File: src/sv/piu_pkg.sv
`timescale 1ns / 1ps
// Shared types and constants of the priority interrupt unit.
// Depends on nothing; every other file uses it by scoped names.
package piu_pkg;

  // Number of interrupt sources; source 0 has the highest priority
  localparam int NUM_SOURCES = 5;

  // Field widths of the channel words
  localparam int MODE_W = 4;
  localparam int REQ_W  = 5;
  localparam int BUS_W  = 16;
  localparam int RBUS_W = 11;
  localparam int VEC_W  = 3;

  // Vector address base, octal 2000
  localparam logic [RBUS_W-1:0] VEC_BASE = RBUS_W'(11'o2000);

  // Control pulse codes
  typedef enum logic [MODE_W-1:0] {
    MODE_NONE   = 4'd0,
    MODE_RRPA   = 4'd1,
    MODE_GENRST = 4'd2,
    MODE_RPT    = 4'd3,
    MODE_KRPT   = 4'd4,
    MODE_CLRP   = 4'd5,
    MODE_WOVI   = 4'd6,
    MODE_CLINH1 = 4'd7,
    MODE_INH    = 4'd8,
    MODE_CLINH  = 4'd9
  } mode_t;

  // One input word as held in the input register
  typedef struct packed {
    logic [MODE_W-1:0] mode;
    logic [REQ_W-1:0]  new_requests;
    logic [BUS_W-1:0]  write_bus;
  } in_item_t;

  // Input register to core: held word and its valid flag
  typedef struct packed {
    logic     valid;
    in_item_t item;
  } stage_t;

endpackage

File: src/sv/piu_in_if.sv
`timescale 1ns / 1ps
// Input channel of the priority interrupt unit: valid/ready plus the pulse word.
// Depends on piu_pkg for field widths.
interface piu_in_if;
  logic                        valid;
  logic                        ready;
  logic [piu_pkg::MODE_W-1:0]  mode;
  logic [piu_pkg::REQ_W-1:0]   new_requests;
  logic [piu_pkg::BUS_W-1:0]   write_bus;

  modport source (output valid, output mode, output new_requests, output write_bus,
                  input ready);
  modport sink   (input valid, input mode, input new_requests, input write_bus,
                  output ready);
endinterface

File: src/sv/piu_out_if.sv
`timescale 1ns / 1ps
// Result channel of the priority interrupt unit: valid/ready plus the status word.
// Depends on piu_pkg for field widths.
interface piu_out_if;
  logic                        valid;
  logic                        ready;
  logic                        irq;
  logic [piu_pkg::RBUS_W-1:0]  read_bus;
  logic [piu_pkg::VEC_W-1:0]   vector;
  logic [piu_pkg::REQ_W-1:0]   pending;

  modport source (output valid, output irq, output read_bus, output vector,
                  output pending, input ready);
  modport sink   (input valid, input irq, input read_bus, input vector,
                  input pending, output ready);
endinterface

File: src/sv/piu_in_stage.sv
`timescale 1ns / 1ps
// Input register of the priority interrupt unit.
// Depends on piu_pkg and piu_in_if.
module piu_in_stage (
  input  logic            clk,
  input  logic            rst_n,
  piu_in_if.sink          in_word,
  input  logic            take,
  output piu_pkg::stage_t stage
);

  logic              valid_r;
  logic              valid_nxt;
  piu_pkg::in_item_t item_r;
  logic              accept;

  // Accept a word when the register is empty or drains this cycle
  assign in_word.ready = !valid_r || take;
  assign accept        = in_word.valid && in_word.ready;

  always_comb begin
    valid_nxt = valid_r;
    if (accept) begin
      valid_nxt = 1'b1;
    end else if (take) begin
      valid_nxt = 1'b0;
    end
  end

  always_ff @(posedge clk) begin
    if (!rst_n) begin
      valid_r <= 1'b0;
    end else begin
      valid_r <= valid_nxt;
    end
  end

  // Hold the payload; no reset needed
  always_ff @(posedge clk) begin
    if (accept) begin
      item_r.mode         <= in_word.mode;
      item_r.new_requests <= in_word.new_requests;
      item_r.write_bus    <= in_word.write_bus;
    end
  end

  assign stage.valid = valid_r;
  assign stage.item  = item_r;

endmodule

File: src/sv/piu_core.sv
`timescale 1ns / 1ps
// Interrupt state, control pulse logic and result register.
// Depends on piu_pkg and piu_out_if.
module piu_core (
  input  logic            clk,
  input  logic            rst_n,
  input  piu_pkg::stage_t stage,
  output logic            take,
  piu_out_if.source       out_word
);

  localparam int SRC_N = piu_pkg::NUM_SOURCES;
  localparam int REQ_N = piu_pkg::REQ_W;
  localparam int VEC_N = piu_pkg::VEC_W;

  logic [SRC_N-1:0]            pending_r, pending_nxt;
  logic [VEC_N-1:0]            vector_r, vector_nxt;
  logic                        inh_one_r, inh_one_nxt;
  logic                        inh_all_r, inh_all_nxt;
  logic [piu_pkg::RBUS_W-1:0]  rbus_nxt;
  logic                        irq_nxt;

  logic                        out_valid_r;
  logic                        out_irq_r;
  logic [piu_pkg::RBUS_W-1:0]  out_rbus_r;
  logic [VEC_N-1:0]            out_vector_r;
  logic [REQ_N-1:0]            out_pending_r;

  logic [REQ_N+SRC_N-1:0]      req_ext;
  logic [SRC_N+REQ_N-1:0]      pend_ext;
  logic [SRC_N-1:0]            merged;
  logic                        ovf;

  // Lowest-numbered pending source as vector 1..N, zero when none
  function automatic logic [VEC_N-1:0] top_request(input logic [SRC_N-1:0] p);
    logic [VEC_N-1:0] r;
    r = '0;
    for (int i = SRC_N - 1; i >= 0; i--) begin
      if (p[i]) begin
        r = VEC_N'(i + 1);
      end
    end
    return r;
  endfunction

  // Advance when the result register is empty or being read
  assign take = stage.valid && (!out_valid_r || out_word.ready);

  // Keep only requests of sources that exist
  assign req_ext = {{SRC_N{1'b0}}, stage.item.new_requests};
  assign merged  = pending_r | req_ext[SRC_N-1:0];
  assign ovf     = stage.item.write_bus[piu_pkg::BUS_W-1] ^
                   stage.item.write_bus[piu_pkg::BUS_W-2];

  // Perform one control pulse
  always_comb begin
    pending_nxt = merged;
    vector_nxt  = vector_r;
    inh_one_nxt = inh_one_r;
    inh_all_nxt = inh_all_r;
    rbus_nxt    = '0;
    case (stage.item.mode)
      piu_pkg::MODE_RRPA: begin
        rbus_nxt = piu_pkg::VEC_BASE + piu_pkg::RBUS_W'({vector_r, 2'b00});
      end
      piu_pkg::MODE_GENRST: begin
        vector_nxt  = '0;
        inh_all_nxt = 1'b1;
        pending_nxt = '0;
      end
      piu_pkg::MODE_RPT: begin
        vector_nxt = top_request(merged);
      end
      piu_pkg::MODE_KRPT: begin
        // Drop the serviced flag; no vector latched means nothing to kill
        for (int i = 0; i < SRC_N; i++) begin
          if (vector_r == VEC_N'(i + 1)) begin
            pending_nxt[i] = 1'b0;
          end
        end
      end
      piu_pkg::MODE_CLRP: begin
        vector_nxt = '0;
      end
      piu_pkg::MODE_WOVI: begin
        if (ovf) begin
          inh_one_nxt = 1'b1;
        end
      end
      piu_pkg::MODE_CLINH1: begin
        inh_one_nxt = 1'b0;
      end
      piu_pkg::MODE_INH: begin
        inh_all_nxt = 1'b1;
      end
      piu_pkg::MODE_CLINH: begin
        inh_all_nxt = 1'b0;
      end
      default: begin
      end
    endcase
    irq_nxt = (|pending_nxt) && (vector_nxt == '0) && !inh_one_nxt && !inh_all_nxt;
  end

  assign pend_ext = {{REQ_N{1'b0}}, pending_nxt};

  // Update state when a word moves through
  always_ff @(posedge clk) begin
    if (!rst_n) begin
      pending_r <= '0;
      vector_r  <= '0;
      inh_one_r <= 1'b0;
      inh_all_r <= 1'b0;
    end else if (take) begin
      pending_r <= pending_nxt;
      vector_r  <= vector_nxt;
      inh_one_r <= inh_one_nxt;
      inh_all_r <= inh_all_nxt;
    end
  end

  // Result valid: set on take, clear once read
  always_ff @(posedge clk) begin
    if (!rst_n) begin
      out_valid_r <= 1'b0;
    end else if (take) begin
      out_valid_r <= 1'b1;
    end else if (out_word.ready) begin
      out_valid_r <= 1'b0;
    end
  end

  // Hold the result word
  always_ff @(posedge clk) begin
    if (take) begin
      out_irq_r     <= irq_nxt;
      out_rbus_r    <= rbus_nxt;
      out_vector_r  <= vector_nxt;
      out_pending_r <= pend_ext[REQ_N-1:0];
    end
  end

  assign out_word.valid    = out_valid_r;
  assign out_word.irq      = out_irq_r;
  assign out_word.read_bus = out_rbus_r;
  assign out_word.vector   = out_vector_r;
  assign out_word.pending  = out_pending_r;

endmodule

File: src/sv/priority_interrupt_unit.sv
`timescale 1ns / 1ps
// Priority interrupt unit: five pending request flags, a latched vector,
// a one-instruction inhibit and a global inhibit.
//
// Channels: in_word carries one control pulse word (mode, new_requests,
// write_bus); out_word returns one status word per input word (irq,
// read_bus, vector, pending). Both use valid/ready; a word moves at a
// rising edge with valid and ready high.
// Path: an accepted word waits in the input register, then its result in the result register.
// Throughput: one word per cycle while out_word.ready is high; the input register
// and the result register let a new word enter while the previous result waits.
// Stall: while out_word.ready is low the result holds, the input register
// fills, and in_word.ready drops once it is full. Interrupt state changes
// only when a word moves into the result register.
// Reset: rst_n low at a clock edge clears the pending flags, vector,
// both inhibits and both registers' valid flags.
// Depends on piu_pkg, piu_in_if, piu_out_if, piu_in_stage and piu_core.
module priority_interrupt_unit (
  input  logic      clk,
  input  logic      rst_n,
  piu_in_if.sink    in_word,
  piu_out_if.source out_word
);

  piu_pkg::stage_t stage;
  logic            take;

  // Input register
  piu_in_stage u_in_stage (
    .clk     (clk),
    .rst_n   (rst_n),
    .in_word (in_word),
    .take    (take),
    .stage   (stage)
  );

  // State, pulse logic and result register
  piu_core u_core (
    .clk      (clk),
    .rst_n    (rst_n),
    .stage    (stage),
    .take     (take),
    .out_word (out_word)
  );

endmodule

File: src/flat_wrapper.sv
// flat-port wrapper written by rule: the top's interface ports become plain ports
module priority_interrupt_unit_flat 
  (clk, rst_n, in_word_valid, in_word_mode, in_word_new_requests, in_word_write_bus, in_word_ready, out_word_valid, out_word_irq, out_word_read_bus, out_word_vector, out_word_pending, out_word_ready);
  piu_in_if in_word_i ();
  piu_out_if out_word_i ();
  input  logic clk;
  input  logic rst_n;
  input wire logic [$bits(in_word_i.valid)-1:0] in_word_valid;
  input wire logic [$bits(in_word_i.mode)-1:0] in_word_mode;
  input wire logic [$bits(in_word_i.new_requests)-1:0] in_word_new_requests;
  input wire logic [$bits(in_word_i.write_bus)-1:0] in_word_write_bus;
  output wire logic [$bits(in_word_i.ready)-1:0] in_word_ready;
  output wire logic [$bits(out_word_i.valid)-1:0] out_word_valid;
  output wire logic [$bits(out_word_i.irq)-1:0] out_word_irq;
  output wire logic [$bits(out_word_i.read_bus)-1:0] out_word_read_bus;
  output wire logic [$bits(out_word_i.vector)-1:0] out_word_vector;
  output wire logic [$bits(out_word_i.pending)-1:0] out_word_pending;
  input wire logic [$bits(out_word_i.ready)-1:0] out_word_ready;
  assign in_word_i.valid = in_word_valid;
  assign in_word_i.mode = in_word_mode;
  assign in_word_i.new_requests = in_word_new_requests;
  assign in_word_i.write_bus = in_word_write_bus;
  assign in_word_ready = in_word_i.ready;
  assign out_word_valid = out_word_i.valid;
  assign out_word_irq = out_word_i.irq;
  assign out_word_read_bus = out_word_i.read_bus;
  assign out_word_vector = out_word_i.vector;
  assign out_word_pending = out_word_i.pending;
  assign out_word_i.ready = out_word_ready;
  priority_interrupt_unit u_core (.clk(clk), .rst_n(rst_n), .in_word(in_word_i), .out_word(out_word_i));
endmodule
File: config.mk
export PLATFORM = sky130hd
export DESIGN_NAME = priority_interrupt_unit_flat
export DESIGN_NICKNAME = d
export VERILOG_FILES = /design/src/sv/piu_pkg.sv /design/src/sv/piu_in_if.sv /design/src/sv/piu_out_if.sv /design/src/sv/piu_in_stage.sv /design/src/sv/piu_core.sv /design/src/sv/priority_interrupt_unit.sv /design/src/flat_wrapper.sv
export SDC_FILE = /design/constraint.sdc
export NUM_CORES = 1
export LEC_CHECK = 0
export ABC_AREA = 1
export BUFFER_PORTS_ARGS = -buffer_cell sky130_fd_sc_hd__buf_2
export CORE_MARGIN = 1.5
export CORE_UTILIZATION = 40
export CTS_CLUSTER_DIAMETER = 80
export DETAILED_ROUTE_END_ITERATION = 12
export GPL_TIMING_DRIVEN = 0
export PLACE_DENSITY = 0.75
export SLEW_MARGIN = 20
export SYNTH_ARGS = -nofsm -noshare
export SYNTH_HDL_FRONTEND = slang
export SYNTH_HIERARCHICAL = 1
export SYNTH_SLANG_ARGS = --single-unit
File: constraint.sdc
create_clock -name clk -period 3.7 [get_ports clk]
set_clock_uncertainty 0.15 [all_clocks]
set_input_delay 0.185 -clock clk [delete_from_list [all_inputs] [get_ports clk]]
set_output_delay 0.185 -clock clk [all_outputs]
set_load 0.02 [all_outputs]
Word level (Yosys, flattened, before mapping)
Index checks and enable logic that the tools add are counted.
- add/sub/neg operators: 1
- equality and inequality tests: 14
- multiplexer cells: 19
- bitwise operators: 2
- reduce and logical (&&, ||, !) cells: 17
- operator list (cell ; number):
    4-bit by 3-bit equality test with 1-bit output (second input constant) ; 4
    3-bit 2-to-1 mux ; 5
    11-bit by 5-bit adder with 11-bit output (first input constant) ; 1
    1-bit 2-to-1 mux ; 10
    5-bit one-hot mux with 2 select lines ; 1
    4-bit by 2-bit equality test with 1-bit output (second input constant) ; 2
    4-bit equality test (second input constant) ; 2
    3-bit by 2-bit equality test with 1-bit output (second input constant) ; 2
    3-bit equality test (second input constant) ; 2
    3-bit one-hot mux with 2 select lines ; 1
    1-bit logical AND ; 5
    5-bit bitwise OR ; 1
    5-bit OR reduction ; 1
    4-bit by 1-bit equality test with 1-bit output (second input constant) ; 1
    1-bit zero test ; 4
    1-bit one-hot mux with 2 select lines ; 2
    2-bit nonzero test ; 2
    2-bit OR reduction ; 2
    3-bit by 1-bit equality test with 1-bit output (second input constant) ; 1
    3-bit zero test ; 1
    1-bit logical OR ; 2
    1-bit XOR ; 1
- register bits: 57
- logic and storage cells: 66

Logic depth before layout (Yosys ltp)
Gate-level depths: netlist of the first run.
- depth after elaboration: 11
- depth in mapped cells: 10
- depth with buffers taken out: 10

Cells and area by module
The synthesis of the first run kept the hierarchy.
- modules (own cells, without submodules) (module ; instances ; cells an instance ; area each (um^2)):
    piu_core ; 1 ; 172 ; 1315.0
    piu_in_stage ; 1 ; 33 ; 809.5

Least setup slack after synthesis of the first run
Ideal clock, no wire load.
- kind: register to register
- start: reg u_core.u_core.out_valid_r (netlist: u_core/u_core/out_word.valid)
- end: reg u_core.u_in_stage.item_r (netlist bit u_core/u_in_stage/stage[0]), enable pin
- library setup time: 0.415 ns
- arrival: 2.240 ns
- path slack: 0.895 ns
- cell stages (with the launch flop): 7
- buffers on the path: 1
- period minus slack after synthesis: 2.805 ns
- cell sequence: dfxtp_1 nand2_1 nand2_1 inv_1 buf_2 inv_2 a21oi_1
- cells in the longest elaborated chain, start to end: 5
- RTL lines (what ; RTL line ; RTL):
    start, declared ; piu_core.sv:23 ; logic out_valid_r;
    start signal, assigned ; piu_core.sv:125 ; out_valid_r <= 1'b0;
    start signal, assigned ; piu_core.sv:127 ; out_valid_r <= 1'b1;
    start signal, assigned ; piu_core.sv:129 ; out_valid_r <= 1'b0;
    1-bit zero test ; piu_core.sv:47 ; assign take = stage.valid && (!out_valid_r || out_word.ready);
    1-bit logical OR ; piu_core.sv:47 ;
    1-bit logical AND ; piu_core.sv:47 ;
    via u_core.take ; priority_interrupt_unit.sv:26 ; logic take;
    1-bit logical OR ; piu_in_stage.sv:18 ; assign in_word.ready = !valid_r || take;
    1-bit logical AND ; piu_in_stage.sv:19 ; assign accept = in_word.valid && in_word.ready;
    via u_core.u_in_stage.accept ; piu_in_stage.sv:15 ; logic accept;
    end, declared ; piu_in_stage.sv:14 ; piu_pkg::in_item_t item_r;
The timed path passes the listed nets, and every way through them passes these cells.
A chain may end at the register's enable or synchronous reset.

Worst setup path in the final report of the first run
- start: reg u_core.u_in_stage.valid_r
- end: reg u_core.u_in_stage.item_r (netlist bit u_core/u_in_stage/stage[18]), enable pin
- cells in the longest elaborated chain, start to end: 3
- elaborated cells between the ends (all ways): 4
- classes of those cells: 4 x reduce/logical
- RTL lines (what ; RTL line ; RTL):
    start, declared ; piu_in_stage.sv:12 ; logic valid_r;
    start signal, assigned ; piu_in_stage.sv:34 ; valid_r <= valid_nxt;
    1-bit logical AND ; piu_core.sv:47 ;
    via u_core.take ; priority_interrupt_unit.sv:26 ;
    1-bit logical OR ; piu_in_stage.sv:18 ;
    1-bit logical AND ; piu_in_stage.sv:19 ;
    via u_core.u_in_stage.accept ; piu_in_stage.sv:15 ;
The timed path passes the listed nets, and every way through them passes these cells.

==> metrics, run 1 <==
Mean Syn Cell Area 8.92 um2; GRT overflow 0; Vias around 1300; I/O pin cnt 51; crit-path max FO 23; slew margin rel. 58.6%; Reg area 961 um2; placed instance count approximately 280; DP HPWL 2200 um; DIE AREA roughly 4700 um2; area grow syn2layout 25.5%; Max stage delay on crit path 0.53 ns; diode count 0; Initial Util 42.0%; row count 23; vias in the first global route 1090; worst vdd ir 201 uV; R2R Setup Slk 1.52 ns; core footprint 4060 um2; final hold slack approximately 0.021 ns; R2R depth 6; DRC viols 0; Crit Path Class reg -> reg; MaxCap Viol Count 0; Final Slew Violations 0; Sink Count 36; WL final 2980 um; final core occ a little over half; vias per cell 4.34; yosys synthesis warning count 6; CTS HTree Levels 2; total track usage 14.3%; Die H 68.3 um; Worst-path clk slew 0.07 ns; Hold Crit Class in -> reg; initial drt markers 94; final setup TNS 0 ns; area of the multi-input gates 552 um2; critical-path cell list buf_4 > nand2_1 > inv_1 > buf_2 > inv_2 > a21oi_2; number of CTS-inserted buffers 5; RePlAce Congestion approximately 0.84; Peak Freq between 400 and 500 MHz; I/O Buffers 29; power per standard cell area 426 nW/um2; CP max stage cell a21oi_2; startpoint types flop; commonest non-fill, non-tap cell in the layout nand2_1; Layout Nets 273; fillers 403; Worst setup EP type flop; routed length per placed instance 10.1 um; first-pass GRT wire length approximately 4800 um; CTS tree yes; Root Buffer clkbuf_8; post-CTS sizing 0; DIE WIDTH ~68 um; share of layout cells above drive strength 1 27.8%; CP Data Arrival Time 1.95 ns; period utilization 58.8%; Lkg Pwr 0.00104 uW; hold path cells 4; Post-Synthesis Cells 191; RSZ-0062 raised after global routing no; Hold Violations, Final 0; Critical Path RT 3.47 ns; setup violators final 0; Slew @ Worst Pin 0.621 ns; area of the mapped netlist 1700 um2; TritonRoute pass-1 iters 4; initial antenna violation count 0; Post-CTS Setup Inserts 0; largest net degree at the start of global routing 24; non-filler cells, final 295; Period minus WS final 2.18 ns; status finished, final reports clean; most frequent cells in the layout nand2_1, inv_1, buf_2; antenna viol nets, final 0; clk_lat worst skew 0.29 ns; CTS Buffer Depth 2
-- metrics by stage --
| stage | total power (uW) | instance area [um2] | setup slack (ns) |
|---|---|---|---|
| global route | 961 | 2140 | 1.32 |
| CTS | 917 | 2130 | 1.18 |
| floorplan | 588 | 1730 | 1.60 |
| detailed placement | 625 | 1930 | 1.19 |
| finish | 910 | 2140 | 1.52 |
| global placement | 622 | 1930 | 1.27 |
-- layer usage --
metal / GRT usage [%] / routed length, um
met5: 0 / 0
met4: 5.25 / 35
met3: 5.43 / 184
met2: 21.5 / 1300
met1: 18.7 / 1460
-- critical path: cells and delay by family (launching register included) --
family | cells | cell delay (ns)
flip-flops | 1 | 0.39
buffers and inverters | 4 | 0.68
AND/OR/NAND/NOR | 1 | 0.07
AO/OA/AOI/OAI | 1 | 0.53
-- repair_timing --
action | in CTS | in global routing
endpoints found under the hold margin | 11 | 0
endpoints found under the setup margin | 0 | 0
hold buffers | 11 | 0
-- registers in the layout (all words and copies together), names as in the netlist, 3 cells and up --
name,flops
u_core/u_core/out_word.pending,5
u_core/u_core/pending_r,5
u_core/u_in_stage/stage,11
u_core/u_core/out_word.read_bus,4
u_core/u_core/out_word.vector,3
u_core/u_core/vector_r,3
-- path summary, 6_finish.rpt --
kind | endpoint | from
setup / recovery | u_core/u_in_stage/stage[18] | u_core/u_in_stage/valid_r
hold / removal | u_core/u_core/out_word.valid | out_word_ready
setup reg to reg | u_core/u_in_stage/stage[18] | u_core/u_in_stage/valid_r
hold reg to reg | u_core/u_core/out_word.valid | u_core/u_core/out_word.valid
-- where the power goes --
part | leakage, uW | switching, uW | internal [uW]
combinational | 0.000666 | 93.0 | 55.3
sequential | 0.000331 | 14.5 | 462
clock | 0.0000455 | 133 | 152
-- area by class of cell --
class	count	share of cell area [%]
multi-input cells	112	25.8
clock buffers	8	4.21
inverters	39	6.96
repair buffers	40	11.9
plain buffers	10	3.22
well taps	50	2.93
flip-flops and latches	36	44.9
Note: power is estimated with default switching activity, not from simulation.
==> run 2: changes to the inputs <==
==> constraint.sdc (replaced) <==
create_clock -name clk -period 2.25 [get_ports clk]
set_clock_uncertainty 0.15 [all_clocks]
set_input_delay 0.1125 -clock clk [delete_from_list [all_inputs] [get_ports clk]]
set_output_delay 0.1125 -clock clk [all_outputs]
set_load 0.02 [all_outputs]
==> metrics, run 2 (synthesis results as in run 1) <==
CP Data Arrival Time 2.05 ns (was 1.95 ns); fillers 400 (was 403); crit-path max FO 23 (unchanged); Root Buffer clkbuf_8 (unchanged); final setup TNS 0 ns (unchanged); Hold Violations, Final 0 (unchanged); initial drt markers 93 (was 94); largest net degree at the start of global routing 24 (unchanged); diode count 0 (unchanged); I/O Buffers 29 (unchanged); vias per cell 4.34 (about the same); Worst-path clk slew 0.07 ns (about the same); Peak Freq 495 MHz (was 460 MHz); status finished, final reports clean (unchanged); placed instance count 276 (unchanged); commonest non-fill, non-tap cell in the layout nand2_1 (unchanged); Critical Path RT 2.28 ns (was 3.47 ns); Crit Path Class reg -> reg (unchanged); Initial Util 42.0% (unchanged); Final Slew Violations 0 (unchanged); final instance area 2190 um2 (was 2140 um2); worst slack at placement -0.264 ns (was 1.19 ns); Hold Crit Class in -> reg (unchanged); core footprint 4060 um2 (unchanged); initial antenna violation count 0 (unchanged); antenna viol nets, final 0 (unchanged); WL final 3040 um (was 2980 um); Period minus WS final 2.02 ns (was 2.18 ns); Post-CTS Setup Inserts 0 (unchanged); Layout Nets 277 (was 273); TritonRoute pass-1 iters 4 (unchanged); Sink Count 36 (unchanged); DP HPWL 2200 um (unchanged); CTS Buffer Depth 2 (unchanged); period utilization 89.8% (was 58.8%); startpoint types flop (unchanged); CTS HTree Levels 2 (unchanged); share of layout cells above drive strength 1 27.3% (was 27.8%); I/O pin cnt 51 (unchanged); power per standard cell area 688 nW/um2 (was 426 nW/um2); setup ws final 0.229 ns (was 1.52 ns); worst vdd ir 332 uV (was 201 uV); total track usage 14.6% (was 14.3%); Worst setup EP type flop (unchanged); Die H 68.3 um (unchanged); final hold slack 0.164 ns (was 0.0213 ns); max reg flops 11 (unchanged); most frequent cells in the layout nand2_1, inv_1, buf_2 (unchanged); first-pass GRT wire length 4820 um (was 4750 um); DRC viols 0 (unchanged); area grow syn2layout 28.4% (was 25.5%); CTS tree yes (unchanged); RSZ-0062 raised after global routing no (unchanged); non-filler cells, final 299 (was 295); MaxCap Viol Count 0 (unchanged); DIE AREA 4660 um2 (unchanged); clk_lat worst skew 0.29 ns (about the same); row count 23 (unchanged); vias in the first global route 1114 (was 1090); Lkg Pwr 0.00106 uW (was 0.00104 uW); RePlAce Congestion 0.844 (unchanged); number of CTS-inserted buffers 5 (unchanged); Vias 1297 (was 1281); DIE WIDTH 68.3 um (unchanged); GRT overflow 0 (unchanged); Cell Area, Placed 1930 um2 (unchanged); routed length per placed instance 10.2 um (was 10.1 um); setup violators final 0 (unchanged)
-- run 2: cell types whose count changed in the layout (fill, tap and decap cells not counted) --
cell | previous run | this run
a21oi_4 | 0 | 1
buf_2 | 30 | 29
a21oi_2 | 3 | 2
dlygate4sd3_1 | 11 | 15
clkbuf_4 | 0 | 1
-- run 2: metal layers --
layer  track usage, %  wire length, um  part of all wire [%]
met2             22.5             1340                    44
met4             5.25               35                   1.2
met5                0                0                     0
met3             5.43              186                   6.1
met1             18.6             1470                    48
-- run 2: path summary, 6_finish.rpt --
path | cells after the start | slack, ns | to | from
setup / recovery | 8 | 0.23 | u_core/u_in_stage/valid_r | u_core/u_in_stage/valid_r
hold / removal | 7 | 0.16 | u_core/u_core/vector_r[1] | out_word_ready
setup reg to reg | 8 | 0.23 | u_core/u_in_stage/valid_r | u_core/u_in_stage/valid_r
hold reg to reg | 2 | 0.35 | u_core/u_core/pending_r[2] | u_core/u_core/pending_r[2]
-- run 2: power breakdown --
group          leakage [uW]  internal, uW  switching, uW
logic              0.000683          97.0            155
clock network     0.0000455           250            220
registers          0.000331           760           24.5
total               0.00106          1110            399
-- run 2: per-stage QoR --
| stage | total power [uW] | utilization [%] |
|---|---|---|
| 2_1_floorplan | 966 | - |
| 6_report | 1510 | 53.9 |
| 3_5_place_dp | 1030 | 47.7 |
| 3_3_place_gp | 1020 | 47.7 |
| 5_1_grt | 1590 | 53.9 |
| 4_1_cts | 1510 | 53.7 |
-- run 2: final cells by class --
class / count / area, um2 / area share (%)
plain buffers: 10 / 71.3 / 3.26
multi-input cells: 112 / 559 / 25.6
clock buffers: 8 / 90.1 / 4.12
flip-flops and latches: 36 / 961 / 43.9
well taps: 50 / 62.6 / 2.86
repair buffers: 44 / 295 / 13.5
inverters: 39 / 149 / 6.80
-- run 2: timing repair --
action                     in CTS  in global routing
setup endpoints to repair      11                 11
hold buffers                   15                  0
hold endpoints to repair       15                  0
resized for setup               1                  2
gates cloned                    0                  0
-- run 2: worst max-delay path, stage by stage (launching register included) --
cell           delay, ns
dfxtp_1             0.41
buf_4               0.13
nand2_1             0.07
inv_1               0.07
clkbuf_4            0.30
inv_2               0.10
nand2_2             0.08
a21oi_2             0.05
dlygate4sd3_1       0.54
==> run 3: changes to the inputs <==
--- a/config.mk
+++ b/config.mk
@@ -8,11 +8,11 @@
 export ABC_AREA = 1
 export BUFFER_PORTS_ARGS = -buffer_cell sky130_fd_sc_hd__buf_2
 export CORE_MARGIN = 1.5
-export CORE_UTILIZATION = 40
+export CORE_UTILIZATION = 45
 export CTS_CLUSTER_DIAMETER = 80
 export DETAILED_ROUTE_END_ITERATION = 12
 export GPL_TIMING_DRIVEN = 0
-export PLACE_DENSITY = 0.75
+export PLACE_DENSITY = 0.81
 export SLEW_MARGIN = 20
 export SYNTH_ARGS = -nofsm -noshare
 export SYNTH_HDL_FRONTEND = slang
==> metrics, run 3 (synthesis results as in run 1) <==
R2R Setup Slk 0.20 ns (was 0.23 ns); Worst setup EP type flop (unchanged); Worst-path clk slew 0.07 ns (about the same); Period minus WS final 2.05 ns (was 2.02 ns); antenna viol nets, final 0 (unchanged); Post-CTS Setup Inserts 0 (unchanged); Layout Nets 277 (unchanged); vias per cell 4.37 (was 4.34); row count 22 (was 23); worst vdd ir 434 uV (was 332 uV); Root Buffer clkbuf_8 (unchanged); met2 Use GR 27.0% (was 22.5%); DRC viols 0 (unchanged); met3 usage 6.25% (was 5.43%); Sink Count 36 (unchanged); routed length per placed instance 9.71 um (was 10.2 um); worst slack at placement -0.235 ns (was -0.264 ns); top cell family by delay on the critical path buffers and inverters (unchanged); hold wc startpoint out_word_ready (unchanged); R2R depth 8 (unchanged); Crit Path Class reg -> reg (unchanged); GRT overflow 0 (unchanged); worst r2r dst u_core/u_in_stage/valid_r (unchanged); CP Data Arrival Time 2.08 ns (was 2.05 ns); Critical Path RT 2.28 ns (about the same); initial antenna violation count 0 (unchanged); DIE AREA 4170 um2 (was 4660 um2); most frequent cells in the layout nand2_1, inv_1, buf_2 (unchanged); DIE WIDTH 64.5 um (was 68.3 um); Vias 1298 (was 1297); total track usage 16.2% (was 14.6%); first-pass GRT wire length 4970 um (was 4820 um); Initial Util 46.5% (was 42.0%); period utilization 91.1% (was 89.8%); CTS Buffer Depth 2 (unchanged); status finished, final reports clean (unchanged); number of CTS-inserted buffers 5 (unchanged); Hold Crit Class in -> reg (unchanged); fillers 350 (was 400); Reg area 961 um2 (unchanged); power per standard cell area 720 nW/um2 (was 688 nW/um2); largest net degree at the start of global routing 24 (unchanged); worst min-delay path endpoint u_core/u_core/vector_r[1] (unchanged); placed instance count 274 (was 276); RSZ-0062 raised after global routing no (unchanged); met1 usage 18.2% (was 18.6%); Most Used Layer, Global Route met2 (unchanged); startpoint types flop (unchanged); Max stage delay on crit path 0.55 ns (was 0.54 ns); max reg flops 11 (unchanged); share of layout cells above drive strength 1 28.1% (was 27.3%); core footprint 3660 um2 (was 4060 um2); RePlAce Congestion 0.866 (was 0.844); WL final 2890 um (was 3040 um); final core occ 60.6% (was 53.9%); I/O pin cnt 51 (unchanged); commonest non-fill, non-tap cell in the layout nand2_1 (unchanged); non-filler cells, final 297 (was 299); MaxCap Viol Count 0 (unchanged); hold path cells 7 (unchanged); Die H 64.5 um (was 68.3 um); setup violators final 0 (unchanged); CTS tree yes (unchanged); Lkg Pwr 0.00108 uW (was 0.00106 uW); Final Slew Violations 0 (unchanged); area grow syn2layout 30.1% (was 28.4%); DP HPWL 2110 um (was 2200 um); crit-path max FO 23 (unchanged); Peak Freq 488 MHz (was 495 MHz); setup ws final 0.199 ns (was 0.229 ns); vias in the first global route 1219 (was 1114); CTS HTree Levels 2 (unchanged); Hold Violations, Final 0 (unchanged); Reg-to-Reg Start u_core/u_in_stage/valid_r (unchanged); CP max stage cell dlygate4sd3_1 (unchanged); CP Buf/Inv Count 5 (unchanged); diode count 0 (unchanged); clk_lat worst skew 0.29 ns (about the same); I/O Buffers 29 (unchanged); critical-path cell list buf_4 > nand2_1 > inv_1 > clkbuf_4 > inv_2 > nand2_2 > a21oi_2 > dlygate4sd3_1 (unchanged); area of the multi-input gates 559 um2 (unchanged); TritonRoute pass-1 iters 4 (unchanged); initial drt markers 41 (was 93); final hold slack 0.181 ns (was 0.164 ns)
## run 3: worst max-delay path by stage
| stage | start | to | slack [ns] | depth (start not counted) |
|---|---|---|---|---|
| after floorplan | u_core/u_core/out_word.valid | u_core/u_in_stage/stage[14] | 0.15 | 6 |
| after global placement | u_core/u_in_stage/valid_r | u_core/u_in_stage/stage[21] | -0.17 | 6 |
| after detailed placement | u_core/u_in_stage/valid_r | u_core/u_in_stage/stage[18] | -0.23 | 6 |
| after CTS | u_core/u_in_stage/valid_r | u_core/u_in_stage/stage[21] | 0.03 | 6 |
| after global routing | u_core/u_in_stage/valid_r | u_core/u_in_stage/valid_r | 0.04 | 8 |
| final | u_core/u_in_stage/valid_r | u_core/u_in_stage/valid_r | 0.20 | 8 |
## run 3: tightest hold or removal path: stages
cell and delay (ns):
buf_2 0.10, inv_1 0.05, nand2_1 0.05, nand2_1 0.10, a21oi_1 0.07, o21ai_0 0.07
inv_1 0.04
## run 3: repair_timing
item	4_1_cts	5_1_grt
endpoints found under the setup margin	11	12
resized for setup	1	2
hold buffers	15	0
endpoints found under the hold margin	17	0
## run 3: final cells by class
cell class,instances,area share [%]
Sequential cell,36,43.3
Multi-Input combinational cell,112,25.2
Timing Repair Buffer,44,13.3
Inverter,39,6.72
Clock buffer,8,5.47
Buffer,10,3.22
Tap cell,48,2.71
## run 3: per-layer routing
layer  part of all wire, %  up-vias
met4                   2.4        0
li1                      -      695
met3                   5.9        7
met1                    45      561
met2                    46       35
met5                     0        -
## run 3: through the flow
step	total power, uW	area (um2)	TNS [ns]
floorplan	966	1730	0
finish	1600	2220	0
global route	1690	2220	0
CTS	1610	2210	0
detailed placement	1030	1930	-2.58
global placement	1020	1930	-1.90
## run 3: power by group
part           leakage (uW)  switching, uW  total, uW  internal (uW)
combinational      0.000683            153        250           97.0
clock             0.0000627            217        562            346
sequential         0.000331           24.6        785            760
total               0.00108            394       1600           1200
